[config.mk]
export PLATFORM = sky130hd
export DESIGN_NAME = shaped_sine_modulator_top
export DESIGN_NICKNAME = d
export VERILOG_FILES = /design/src/rtl/ssm_pkg.sv /design/src/rtl/shaped_sine_modulator_top.sv
export SDC_FILE = /design/constraint.sdc
export NUM_CORES = 2
export LEC_CHECK = 0
export BUFFER_PORTS_ARGS = -buffer_cell sky130_fd_sc_hd__buf_2
export CELL_PAD_IN_SITES_DETAIL_PLACEMENT = 1
export CELL_PAD_IN_SITES_GLOBAL_PLACEMENT = 2
export CORE_MARGIN = 8
export CORE_UTILIZATION = 40
export CTS_CLUSTER_SIZE = 8
export DETAILED_ROUTE_END_ITERATION = 10
export PLACE_DENSITY_LB_ADDON = 0.1
export REMOVE_ABC_BUFFERS = 1
export SLEW_MARGIN = 20
export SYNTH_ARGS = -nofsm -noshare
export SYNTH_HDL_FRONTEND = slang
export SYNTH_SLANG_ARGS = --single-unit
[constraint.sdc]
create_clock -name i_clk -period 27 [get_ports i_clk]
set_clock_uncertainty 0.2 [all_clocks]
set_input_delay 4.05 -clock i_clk [delete_from_list [all_inputs] [get_ports i_clk]]
set_output_delay 4.05 -clock i_clk [all_outputs]
set_load 0.05 [all_outputs]
[src/rtl/ssm_pkg.sv]
// shared types, constants and the cordic arctangent table for the shaped sine modulator
package ssm_pkg;

    localparam int unsigned TABLE_LEN = 24;
    localparam int unsigned REG_IDX_W = 2;
    localparam int unsigned SHARP_W   = 4;

    // cordic start value 0.6072529350 in q4.30
    localparam logic signed [33:0] CORDIC_GAIN_Q30 = 34'sd652032874;

    // register indexes on the configuration port
    localparam logic [REG_IDX_W-1:0] REG_FREQUENCY = 2'd0;
    localparam logic [REG_IDX_W-1:0] REG_AMPLITUDE = 2'd1;
    localparam logic [REG_IDX_W-1:0] REG_SHARPNESS = 2'd2;
    localparam logic [REG_IDX_W-1:0] REG_ABS_MODE  = 2'd3;

    typedef enum logic [3:0] {
        S_IDLE,
        S_PHASE_MUL,
        S_FOLD,
        S_CORDIC,
        S_ROUND,
        S_SHAPE_MUL,
        S_SHAPE_UPD,
        S_SCALE_MUL,
        S_FINISH
    } t_state;

    // arctangent of 2^-i in units of 2^-32 turn
    function automatic logic [31:0] atan_turn(input logic [4:0] idx);
        logic [31:0] val;
        case (idx)
            5'd0:    val = 32'h2000_0000;
            5'd1:    val = 32'h12E4_051E;
            5'd2:    val = 32'h09FB_385B;
            5'd3:    val = 32'h0511_11D4;
            5'd4:    val = 32'h028B_0D43;
            5'd5:    val = 32'h0145_D7E1;
            5'd6:    val = 32'h00A2_F61E;
            5'd7:    val = 32'h0051_7C55;
            5'd8:    val = 32'h0028_BE53;
            5'd9:    val = 32'h0014_5F2F;
            5'd10:   val = 32'h000A_2F98;
            5'd11:   val = 32'h0005_17CC;
            5'd12:   val = 32'h0002_8BE6;
            5'd13:   val = 32'h0001_45F3;
            5'd14:   val = 32'h0000_A2FA;
            5'd15:   val = 32'h0000_517D;
            5'd16:   val = 32'h0000_28BE;
            5'd17:   val = 32'h0000_145F;
            5'd18:   val = 32'h0000_0A30;
            5'd19:   val = 32'h0000_0518;
            5'd20:   val = 32'h0000_028C;
            5'd21:   val = 32'h0000_0146;
            5'd22:   val = 32'h0000_00A3;
            5'd23:   val = 32'h0000_0051;
            default: val = 32'h0000_0000;
        endcase
        return val;
    endfunction

endpackage

[src/rtl/shaped_sine_modulator_top.sv]
// shaped sine modulator: cordic sine, with phase, power shaping and scaling on one shared multiplier
//
// usage: pulse start with time and base on the input ports while busy is low;
// that edge takes the transaction and busy goes high on the next cycle.
// the result appears on o_result_value, marked by o_result_strobe for
// exactly one cycle; the receiver cannot hold it off and must take it then.
// after the accepting edge the sequencer runs the phase multiply, the fold,
// the cordic loop at one rotation a cycle, the rounding, p - 1 shaping
// multiply and update pairs when the effective sharpness p is 2 or more,
// the amplitude scaling and the finish. the multiplies share the single
// 32 x 32 multiplier, used once for the phase, once per shaping power and
// once for the amplitude scaling, each use followed by a register stage.
// busy falls in the cycle the strobe is shown, so a new start may be taken
// in that same cycle; one transaction is in flight at a time.
// configuration writes (frequency, amplitude, sharpness, abs mode) land
// at the edge where i_cfg_we is high and belong in idle periods.
// a synchronous active-low reset returns the sequencer to idle, drops the
// strobe and loads the register reset values (1.0, 1.0, 0, 0).
module shaped_sine_modulator_top #(
    parameter int CORDIC_STEPS  = 16,
    parameter int MAX_SHARPNESS = 15
) (
    input  logic                           i_clk,
    input  logic                           i_rst_n,
    input  logic                           start,
    output logic                           busy,
    input  logic signed [31:0]             i_time_value,
    input  logic signed [31:0]             i_base_value,
    input  logic                           i_cfg_we,
    input  logic [ssm_pkg::REG_IDX_W-1:0]  i_cfg_index,
    input  logic [31:0]                    i_cfg_data,
    output logic                           o_result_strobe,
    output logic signed [31:0]             o_result_value
);
    import ssm_pkg::*;

    localparam int STEPS   = (CORDIC_STEPS < TABLE_LEN) ? CORDIC_STEPS : TABLE_LEN;
    localparam int CNT_W   = (STEPS > 1) ? $clog2(STEPS) : 1;
    localparam int P_CAP   = (MAX_SHARPNESS > 15) ? 15 : MAX_SHARPNESS;
    localparam logic [CNT_W-1:0]   LAST_STEP = CNT_W'(STEPS - 1);
    localparam logic [SHARP_W-1:0] SHARP_CAP = SHARP_W'(P_CAP);

    // configuration registers
    logic signed [31:0]   r_freq;
    logic signed [31:0]   r_amp;
    logic [SHARP_W-1:0]   r_sharp;
    logic                 r_abs;

    // sequencer and datapath registers
    t_state               r_state, n_state;
    logic signed [31:0]   r_time, r_base;
    logic signed [63:0]   r_prod;
    logic signed [33:0]   r_x, r_y, r_z, n_x, n_y, n_z;
    logic [CNT_W-1:0]     r_cnt, n_cnt;
    logic [14:0]          r_m, n_m, r_v, n_v;
    logic                 r_neg, n_neg;
    logic [SHARP_W-1:0]   r_p, n_p, r_k, n_k;
    logic                 r_strobe, n_strobe;
    logic signed [31:0]   r_result, n_result;

    // shared multiplier operands
    logic signed [31:0]   mul_a, mul_b;

    // combinational helpers
    logic signed [33:0]   phase_s, fold;
    logic signed [33:0]   dx, dy, atan_s;
    logic signed [18:0]   y_rnd;
    logic signed [15:0]   sine;
    logic [SHARP_W-1:0]   p_eff;
    logic signed [16:0]   shaped;
    logic signed [63:0]   prod_rnd;
    logic signed [49:0]   sum;
    logic signed [31:0]   sat;

    always_ff @(posedge i_clk) begin
        if (!i_rst_n) begin
            r_freq  <= 32'sd65536;
            r_amp   <= 32'sd65536;
            r_sharp <= '0;
            r_abs   <= 1'b0;
        end else if (i_cfg_we) begin
            case (i_cfg_index)
                REG_FREQUENCY: r_freq  <= i_cfg_data;
                REG_AMPLITUDE: r_amp   <= i_cfg_data;
                REG_SHARPNESS: r_sharp <= i_cfg_data[SHARP_W-1:0];
                REG_ABS_MODE:  r_abs   <= i_cfg_data[0];
                default:       r_abs   <= r_abs;
            endcase
        end
    end

    always_ff @(posedge i_clk) begin
        if (!i_rst_n) begin
            r_state  <= S_IDLE;
            r_strobe <= 1'b0;
        end else begin
            r_state  <= n_state;
            r_strobe <= n_strobe;
        end
    end

    always_ff @(posedge i_clk) begin
        if (r_state == S_IDLE && start) begin
            r_time <= i_time_value;
            r_base <= i_base_value;
        end
        r_prod   <= 64'(mul_a) * 64'(mul_b);
        r_x      <= n_x;
        r_y      <= n_y;
        r_z      <= n_z;
        r_cnt    <= n_cnt;
        r_m      <= n_m;
        r_v      <= n_v;
        r_neg    <= n_neg;
        r_p      <= n_p;
        r_k      <= n_k;
        r_result <= n_result;
    end

    always_comb begin
        // phase fold into a quarter turn about zero
        phase_s = 34'(signed'(r_prod[31:0]));
        if (phase_s > 34'sh0_4000_0000) begin
            fold = 34'sh0_8000_0000 - phase_s;
        end else if (phase_s < -34'sh0_4000_0000) begin
            fold = -34'sh0_8000_0000 - phase_s;
        end else begin
            fold = phase_s;
        end

        // one cordic rotation
        dx     = r_y >>> r_cnt;
        dy     = r_x >>> r_cnt;
        atan_s = 34'(signed'({1'b0, atan_turn(5'(r_cnt))}));

        // sine rounded half up to q1.15 and clamped
        y_rnd = 19'((r_y + 34'sd16384) >>> 15);
        if (y_rnd > 19'sd32767) begin
            sine = 16'sd32767;
        end else if (y_rnd < -19'sd32767) begin
            sine = -16'sd32767;
        end else begin
            sine = 16'(y_rnd);
        end

        p_eff  = (r_sharp > SHARP_CAP) ? SHARP_CAP : r_sharp;
        shaped = (r_neg && !r_abs) ? -$signed({2'b00, r_v}) : $signed({2'b00, r_v});

        // amplitude scaling, round half up, offset and clamp
        prod_rnd = r_prod + 64'sd16384;
        sum      = 50'(prod_rnd >>> 15) + 50'(r_base);
        if (sum > 50'sd2147483647) begin
            sat = 32'sh7FFF_FFFF;
        end else if (sum < -50'sd2147483648) begin
            sat = 32'sh8000_0000;
        end else begin
            sat = 32'(sum);
        end
    end

    always_comb begin
        n_state  = r_state;
        n_x      = r_x;
        n_y      = r_y;
        n_z      = r_z;
        n_cnt    = r_cnt;
        n_m      = r_m;
        n_v      = r_v;
        n_neg    = r_neg;
        n_p      = r_p;
        n_k      = r_k;
        n_strobe = 1'b0;
        n_result = r_result;
        mul_a    = '0;
        mul_b    = '0;
        case (r_state)
            S_IDLE: begin
                if (start) begin
                    n_state = S_PHASE_MUL;
                end
            end
            S_PHASE_MUL: begin
                mul_a   = r_time;
                mul_b   = r_freq;
                n_state = S_FOLD;
            end
            S_FOLD: begin
                n_x     = CORDIC_GAIN_Q30;
                n_y     = '0;
                n_z     = fold;
                n_cnt   = '0;
                n_state = S_CORDIC;
            end
            S_CORDIC: begin
                if (!r_z[33]) begin
                    n_x = r_x - dx;
                    n_y = r_y + dy;
                    n_z = r_z - atan_s;
                end else begin
                    n_x = r_x + dx;
                    n_y = r_y - dy;
                    n_z = r_z + atan_s;
                end
                n_cnt = r_cnt + 1'b1;
                if (r_cnt == LAST_STEP) begin
                    n_state = S_ROUND;
                end
            end
            S_ROUND: begin
                n_neg = sine[15];
                n_m   = sine[15] ? 15'(-sine) : 15'(sine);
                n_v   = n_m;
                n_p   = p_eff;
                n_k   = SHARP_W'(1);
                n_state = (p_eff > SHARP_W'(1)) ? S_SHAPE_MUL : S_SCALE_MUL;
            end
            S_SHAPE_MUL: begin
                mul_a   = 32'({17'b0, r_v});
                mul_b   = 32'({17'b0, r_m});
                n_state = S_SHAPE_UPD;
            end
            S_SHAPE_UPD: begin
                n_v = prod_rnd[29:15];
                n_k = r_k + 1'b1;
                n_state = (n_k >= r_p) ? S_SCALE_MUL : S_SHAPE_MUL;
            end
            S_SCALE_MUL: begin
                mul_a   = 32'(shaped);
                mul_b   = r_amp;
                n_state = S_FINISH;
            end
            S_FINISH: begin
                n_result = sat;
                n_strobe = 1'b1;
                n_state  = S_IDLE;
            end
            default: begin
                n_state = S_IDLE;
            end
        endcase
    end

    assign busy            = (r_state != S_IDLE);
    assign o_result_strobe = r_strobe;
    assign o_result_value  = r_result;

endmodule

After elaboration in Yosys (flattened, before gate mapping)

Memories as Yosys holds them, arrays and structs flattened. A register that Yosys moved wholly into a read port is not among the register bits.
Cells that the tools add are included.

Register bits after elaboration: 379
Word-level logic and storage cells: 100
ROM bits: 480
Memories kept: 1
Input bits: 102

Memories:

| memory          | depth | width | rd ports | clocked after memory_dff | write ports | line          | source |
|---|---|---|---|---|---|---|---|
| (no name shown) | 16    | 30    | 1        | 1                        | 0           | ssm_pkg.sv:32 | `case (idx)` |

Shift operators: 2
Magnitude comparators: 9
$add $sub $neg: 15
Eq/ne operators: 14
Multipliers: 1
Reduce and logical (&&, ||, !) cells: 13
Mux-type cells: 26

Operators with widths:

| operator                 | count |
|---|---|
| $pmux W34 S2             | 3 |
| $pmux W32 S3             | 2 |
| $mux W34                 | 5 |
| $add A34 B34 Y34         | 2 |
| $sshr A34 B4 Y34         | 2 |
| $sub A34 B34 Y34         | 2 |
| $add A64 B16 Y64 const B | 1 |
| $mul A32 B32 Y64         | 1 |
| $add A49 B32 Y50         | 1 |
| $gt A50 B32 Y1 const B   | 1 |
| $lt A50 B32 Y1 const B   | 1 |
| $add A34 B16 Y34 const B | 1 |
| $add A34 B33 Y34         | 1 |
| $sub A33 B32 Y34 const A | 1 |
| $sub A34 B33 Y34         | 1 |
| $sub A32 B32 Y33 const A | 1 |
| $gt A32 B32 Y1 const B   | 1 |
| $lt A32 B31 Y1 const B   | 1 |
| $mux W16                 | 2 |
| $mux W32                 | 1 |
| $pmux W4 S8              | 1 |
| $pmux W15 S2             | 1 |
| $gt A19 B16 Y1 const B   | 1 |
| $lt A19 B16 Y1 const B   | 1 |
| 26 further kinds         | 45 |

Longest topological paths before layout

Depth in word-level cells: 7
Gate-level depth with buffers: 38

Worst setup path after synthesis

No wires, ideal clock.

Path kind: reg-to-reg
Start: reg r_v[3]
End: reg r_prod[61]
Arrival: 9488 ps
Cell stages (with the launch flop): 36
Clock period less this slack: 9794 ps
Setup time: 106 ps
Slack: 17206 ps
Cells stage by stage: edfxtp_1 > or3_1 > or3_1 > nor4_1 > a31oi_1 > xnor2_1 > o21a_1 > clkbuf_1 > buf_1 > nor2_1 > fa_1 > inv_1 > fa_1 > inv_1 > fa_1 > fa_1 > inv_1 > fa_1 > inv_1 > fa_1 > fa_1 > inv_1 > fa_1 > inv_1 > ha_1 > a21o_1 > a21o_1 > nor2_1 > o2111ai_1 > a31oi_1 > nand3_1 > a41oi_1 > o21ai_0 > o31ai_1 > nand2_1 > o311ai_0

Cells in the longest elaborated chain, start to end: 4

RTL lines:

| element                | line                             | source |
|---|---|---|
| from (decl)            | shaped_sine_modulator_top.sv:55  | `logic [14:0] r_m, n_m, r_v, n_v;` |
| from (signal assigned) | shaped_sine_modulator_top.sv:113 | `r_v <= n_v;` |
| $neg A15 Y17           | shaped_sine_modulator_top.sv:147 | `shaped = (r_neg && !r_abs) ? -$signed({2'b00, r_v}) : $signed({2'b00, r_v});` |
| $mux W17               | shaped_sine_modulator_top.sv:147 |  |
| $pmux W32 S3 *         | shaped_sine_modulator_top.sv:176 | `case (r_state)` |
| $mul A32 B32 Y64 *     | shaped_sine_modulator_top.sv:107 | `r_prod <= 64'(mul_a) * 64'(mul_b);` |
| to (signal assigned)   | shaped_sine_modulator_top.sv:107 |  |
| to (decl)              | shaped_sine_modulator_top.sv:52  | `logic signed [63:0] r_prod;` |

Every way passes the cells marked *; elsewhere a longest branch is shown, timed or not.
A chain may end at the register's enable or synchronous reset.

Final worst setup path

Start: reg r_state[1]
End: reg r_prod[61]

Cells in the longest elaborated chain, start to end: 3
Elaborated cells on any way between the ends: 6
Those cells by class: 1 x mul; 3 x eq/ne; 2 x mux

RTL lines:

| element                                             | line                             | source |
|---|---|---|
| from (decl)                                         | shaped_sine_modulator_top.sv:50  | `t_state r_state, n_state;` |
| from (signal assigned)                              | shaped_sine_modulator_top.sv:97  | `r_state <= n_state;` |
| $eq A4 B3 Y1 / $eq A4 B1 Y1 (equally long branches) | shaped_sine_modulator_top.sv:176 |  |
| $pmux W32 S3                                        | shaped_sine_modulator_top.sv:176 |  |
| $mul A32 B32 Y64 *                                  | shaped_sine_modulator_top.sv:107 |  |

Marks and branches as above.

==> impl_metrics.csv <==
group,metric,value,unit
status,status,"finished clean",
drt,dr.pass1.iters,6,
floorplan,start_util,40.33,%
worst_setup_path,end_kind,"flip-flop",
final_layout,area_growth,7.713,%
grt,overflow,0,
timing,finalSetupViolCount,0,
drt,drt-vias-per-instance,5.527,
worst_setup_path,crit_required,27.39,ns
clock_tree,clk_pin_slew,0.06,ns
synth,synth_area,65720,µm²
placement,hpwl,194.0,mm
timing,max_freq,0.08407,GHz
synth,synth.top_cell.area_share,33.08,%
pwr,leakage,0.03189,µW
synth,ys_types,89,
drt,ant_nets,0,
pwr,seqPwrFrac,28.2,%
pwr,swShare,41.01,%
floorplan,io_pins,136,
floorplan,die_h,421.3,µm
worst_setup_path,cp_common_cell,"fa_1",
synth,synth_xor_xnor_area_share,5.064,%
drt,vias,52570,
synth,syn_area_per_cell,8.997,µm²
worst_setup_path,cp_max_fo,50,
placement,gp_congestion,0.8881,
timing,grt_setup_unrepaired,"no",
drt,routed_wl,242.2,mm
pwr,power.internal,1633,µW
synth,synthCells,7304,
clock_tree,clkLatencyLatePin,0.72,ns
worst_setup_path,cpMaxStageDelayCell,"a21o_1",
drt,drc_errors,0,
drt,wl_per_cell,25.46,µm
final_layout,fillers,18871,
clock_tree,cts_setup_buffers,0,
final_layout,multiInputGateArea,49400,µm²
final_layout,mostFrequentLayoutCells,"1,193 x inv_1, 1,086 x fa_1, 1,082 x nand2_1, 664 x nor2_1, 354 x ha_1",
timing,slew_headroom,26.27,%
grt,grt_max_degree,77,
timing,finalCriticalPeriod,11.89,ns
synth,synthMuxAreaShare,4.221,%
grt,grt_usage,26.95,%
worst_setup_path,startpoint_type,"flip-flop",
synth,synthSimpleGateAreaFrac,14.71,%
synth,ys_seq_area_share,16.13,%
timing,setup_tns,0,ns
synth,ys_async_sr_fraction,0,%
timing,timing.final.ws_setup,15.11,ns
floorplan,die_w,421.3,µm
grt,grt_antenna_before_repair,10,
grt,grt_pass1_wl,367.7,mm
clock_tree,h-tree-depth,2,
clock_tree,cts.path.max_buffers,3,
final_layout,final_core_util,43.44,%
synth,synth_compound_area_share,11.07,%
worst_setup_path,critical_path_class,"reg -> reg",
grt,grt_pass1_vias,57588,
final_layout,fin_nets,8824,
synth,synth_edf_count,241,
final_layout,final_common_cell,"inv_1",
pwr,pwr-share-clk,27.3,%
clock_tree,ctsResizeCount,0,
worst_setup_path,slowest_delay,0.87,ns
timing,finalCritPeriodShare,44.05,%
synth,synth_fa_ha_area_share,39.82,%
clock_tree,clockRootBuffer,"clkbuf_16",
clock_tree,cts_sinks,409,
synth,synth_top_family_by_area,"adder cells",
run,cap_violations,0,
floorplan,die_area,177500,µm²
floorplan,coreArea,163000,µm²
timing,drv_slew,0,
pwr,p_per_area,39.12,nW/µm²
synth,synth_area_leaders,"fa_1 33%, edfxtp_1 11%, inv_1 6.8%, ha_1 6.7%, nand2_1 6.2%",
clock_tree,ctsHoldBuffers,0,
final_layout,layout-drive-gt1-share,7.160,%
worst_hold_path,hold_path_class,"reg -> reg",
synth,synth_top_area_cell,"fa_1",
clock_tree,cts_tree,"done",
final_layout,seq_area,10600,µm²
drt,drt-initial-drc-count,3030,
synth,yosysWarnings,0,
timing,worst_slew_pin_slew,1.106,ns
clock_tree,cts_inserted_buffers,60,
synth,synth_seq_cells,409,
pwr,ir_drop,0.05796,mV
pwr,p_comb_share,44.5,%
synth,synth_ff_type,"edfxtp_1",
floorplan,fp-row-count,148,
placement,port_buffers,135,
timing,hold_violations,0,
placement,pre_cts_ws,15.13,ns
pwr,power_switching,1135,µW
worst_setup_path,arrival,12.29,ns
==> synth_stat cells (43+ instances only) <==
| master | instances |
|---|---|
| and3_1 | 63 |
| inv_1 | 1195 |
| dfxtp_1 | 168 |
| a21o_1 | 165 |
| edfxtp_1 | 241 |
| clkbuf_1 | 298 |
| nor3_1 | 73 |
| nor2_1 | 666 |
| a211oi_1 | 43 |
| o21a_1 | 56 |
| nand2_1 | 1083 |
| nand3_1 | 99 |
| fa_1 | 1086 |
| o21ai_0 | 153 |
| ha_1 | 354 |
| xnor2_1 | 233 |
| a21oi_1 | 340 |
| a21boi_0 | 73 |
| xor2_1 | 147 |
| mux4_2 | 76 |
==> through the flow <==
| stage | power (µW) | area [µm²] | hold WS (ns) | instances |
|---|---|---|---|---|
| finish | 2769 | 70790 | 0.2489 | 9512 |
| detailed placement | 2014 | 68900 | 0.2301 | 9394 |
| global route | 2940 | 70770 | 0.2603 | 9507 |
| CTS | 2790 | 70760 | 0.2519 | 9506 |
| floorplan | 1631 | 64310 | 0.2080 | 6949 |
| global placement | 1993 | 68890 | 0.2268 | 9394 |
==> routing by layer <==
| layer | GRT usage (%) | vias to the layer above | wire length (µm) |
|---|---|---|---|
| li1 | - | 23409 | - |
| met1 | 35.65 | 27595 | 104400 |
| met2 | 45.68 | 1224 | 116900 |
| met3 | 3.112 | 340 | 10720 |
| met4 | 9.774 | 2 | 10150 |
| met5 | 0 | - | 17 |
==> layout make-up <==
type / count / share of cell area, %
antenna: 5 / 0.01768
clock buffer: 106 / 2.450
clock inverter: 6 / 0.1679
inverter: 1198 / 6.356
multi-input combinational: 5342 / 69.79
sequential: 409 / 14.98
tap: 2175 / 3.845
timing repair buffer: 271 / 2.397
==> worst paths after layout <==
| kind | startpoint | endpoint | slack, ns | depth (start not counted) |
|---|---|---|---|---|
| worst max-delay path | r_state[1] | r_prod[61] | 15.11 | 34 |
| worst min-delay path | r_sharp[0] | r_p[0] | 0.25 | 0 |
| worst max register to register | r_state[1] | r_prod[61] | 15.11 | 34 |
| worst min register to register | r_sharp[0] | r_p[0] | 0.25 | 0 |
==> critical path, delay by kind of cell, from the launching register on <==
kind                       cells  cell delay, ns
adders and majority gates      9            4.45
AOI/OAI and AO/OA              9            3.55
and+or+nand+nor                8            1.44
buffers and inverters          8            1.41
DFF                            1            0.64
==> power groups by stage <==
| stage | logic (µW) | clock network [µW] | registers (µW) |
|---|---|---|---|
| after floorplan | 850 | 0 | 781 |
| after global placement | 1200 | 0 | 791 |
| after detailed placement | 1220 | 0 | 792 |
| after CTS | 1230 | 778 | 780 |
| after global routing | 1350 | 799 | 787 |
| final | 1230 | 757 | 780 |
==> cells by family after synthesis <==
logic type               count (synthesis)
AND/OR/NAND/NOR                       2253
buffers and inverters                 1553
adder cells (fa/ha/maj)               1440
AO/OA/AOI/OAI                         1113
flip-flops                             409
XOR/XNOR                               380
multiplexers                           156
==> flip-flops by register name (all words and copies together) (netlist names) <==
register         count
r_prod              64
r_neg                1
r_cnt                4
r_abs                1
r_state              4
r_k                  4
o_result_value      32
r_z                 34
r_m                 15
r_base              32
o_result_strobe      1
r_v                 15
r_p                  4
r_y                 34
r_sharp              4
r_x                 34
atan_s              30
r_amp               32
r_freq              32
r_time              32
(Power assumes the default switching activity.)
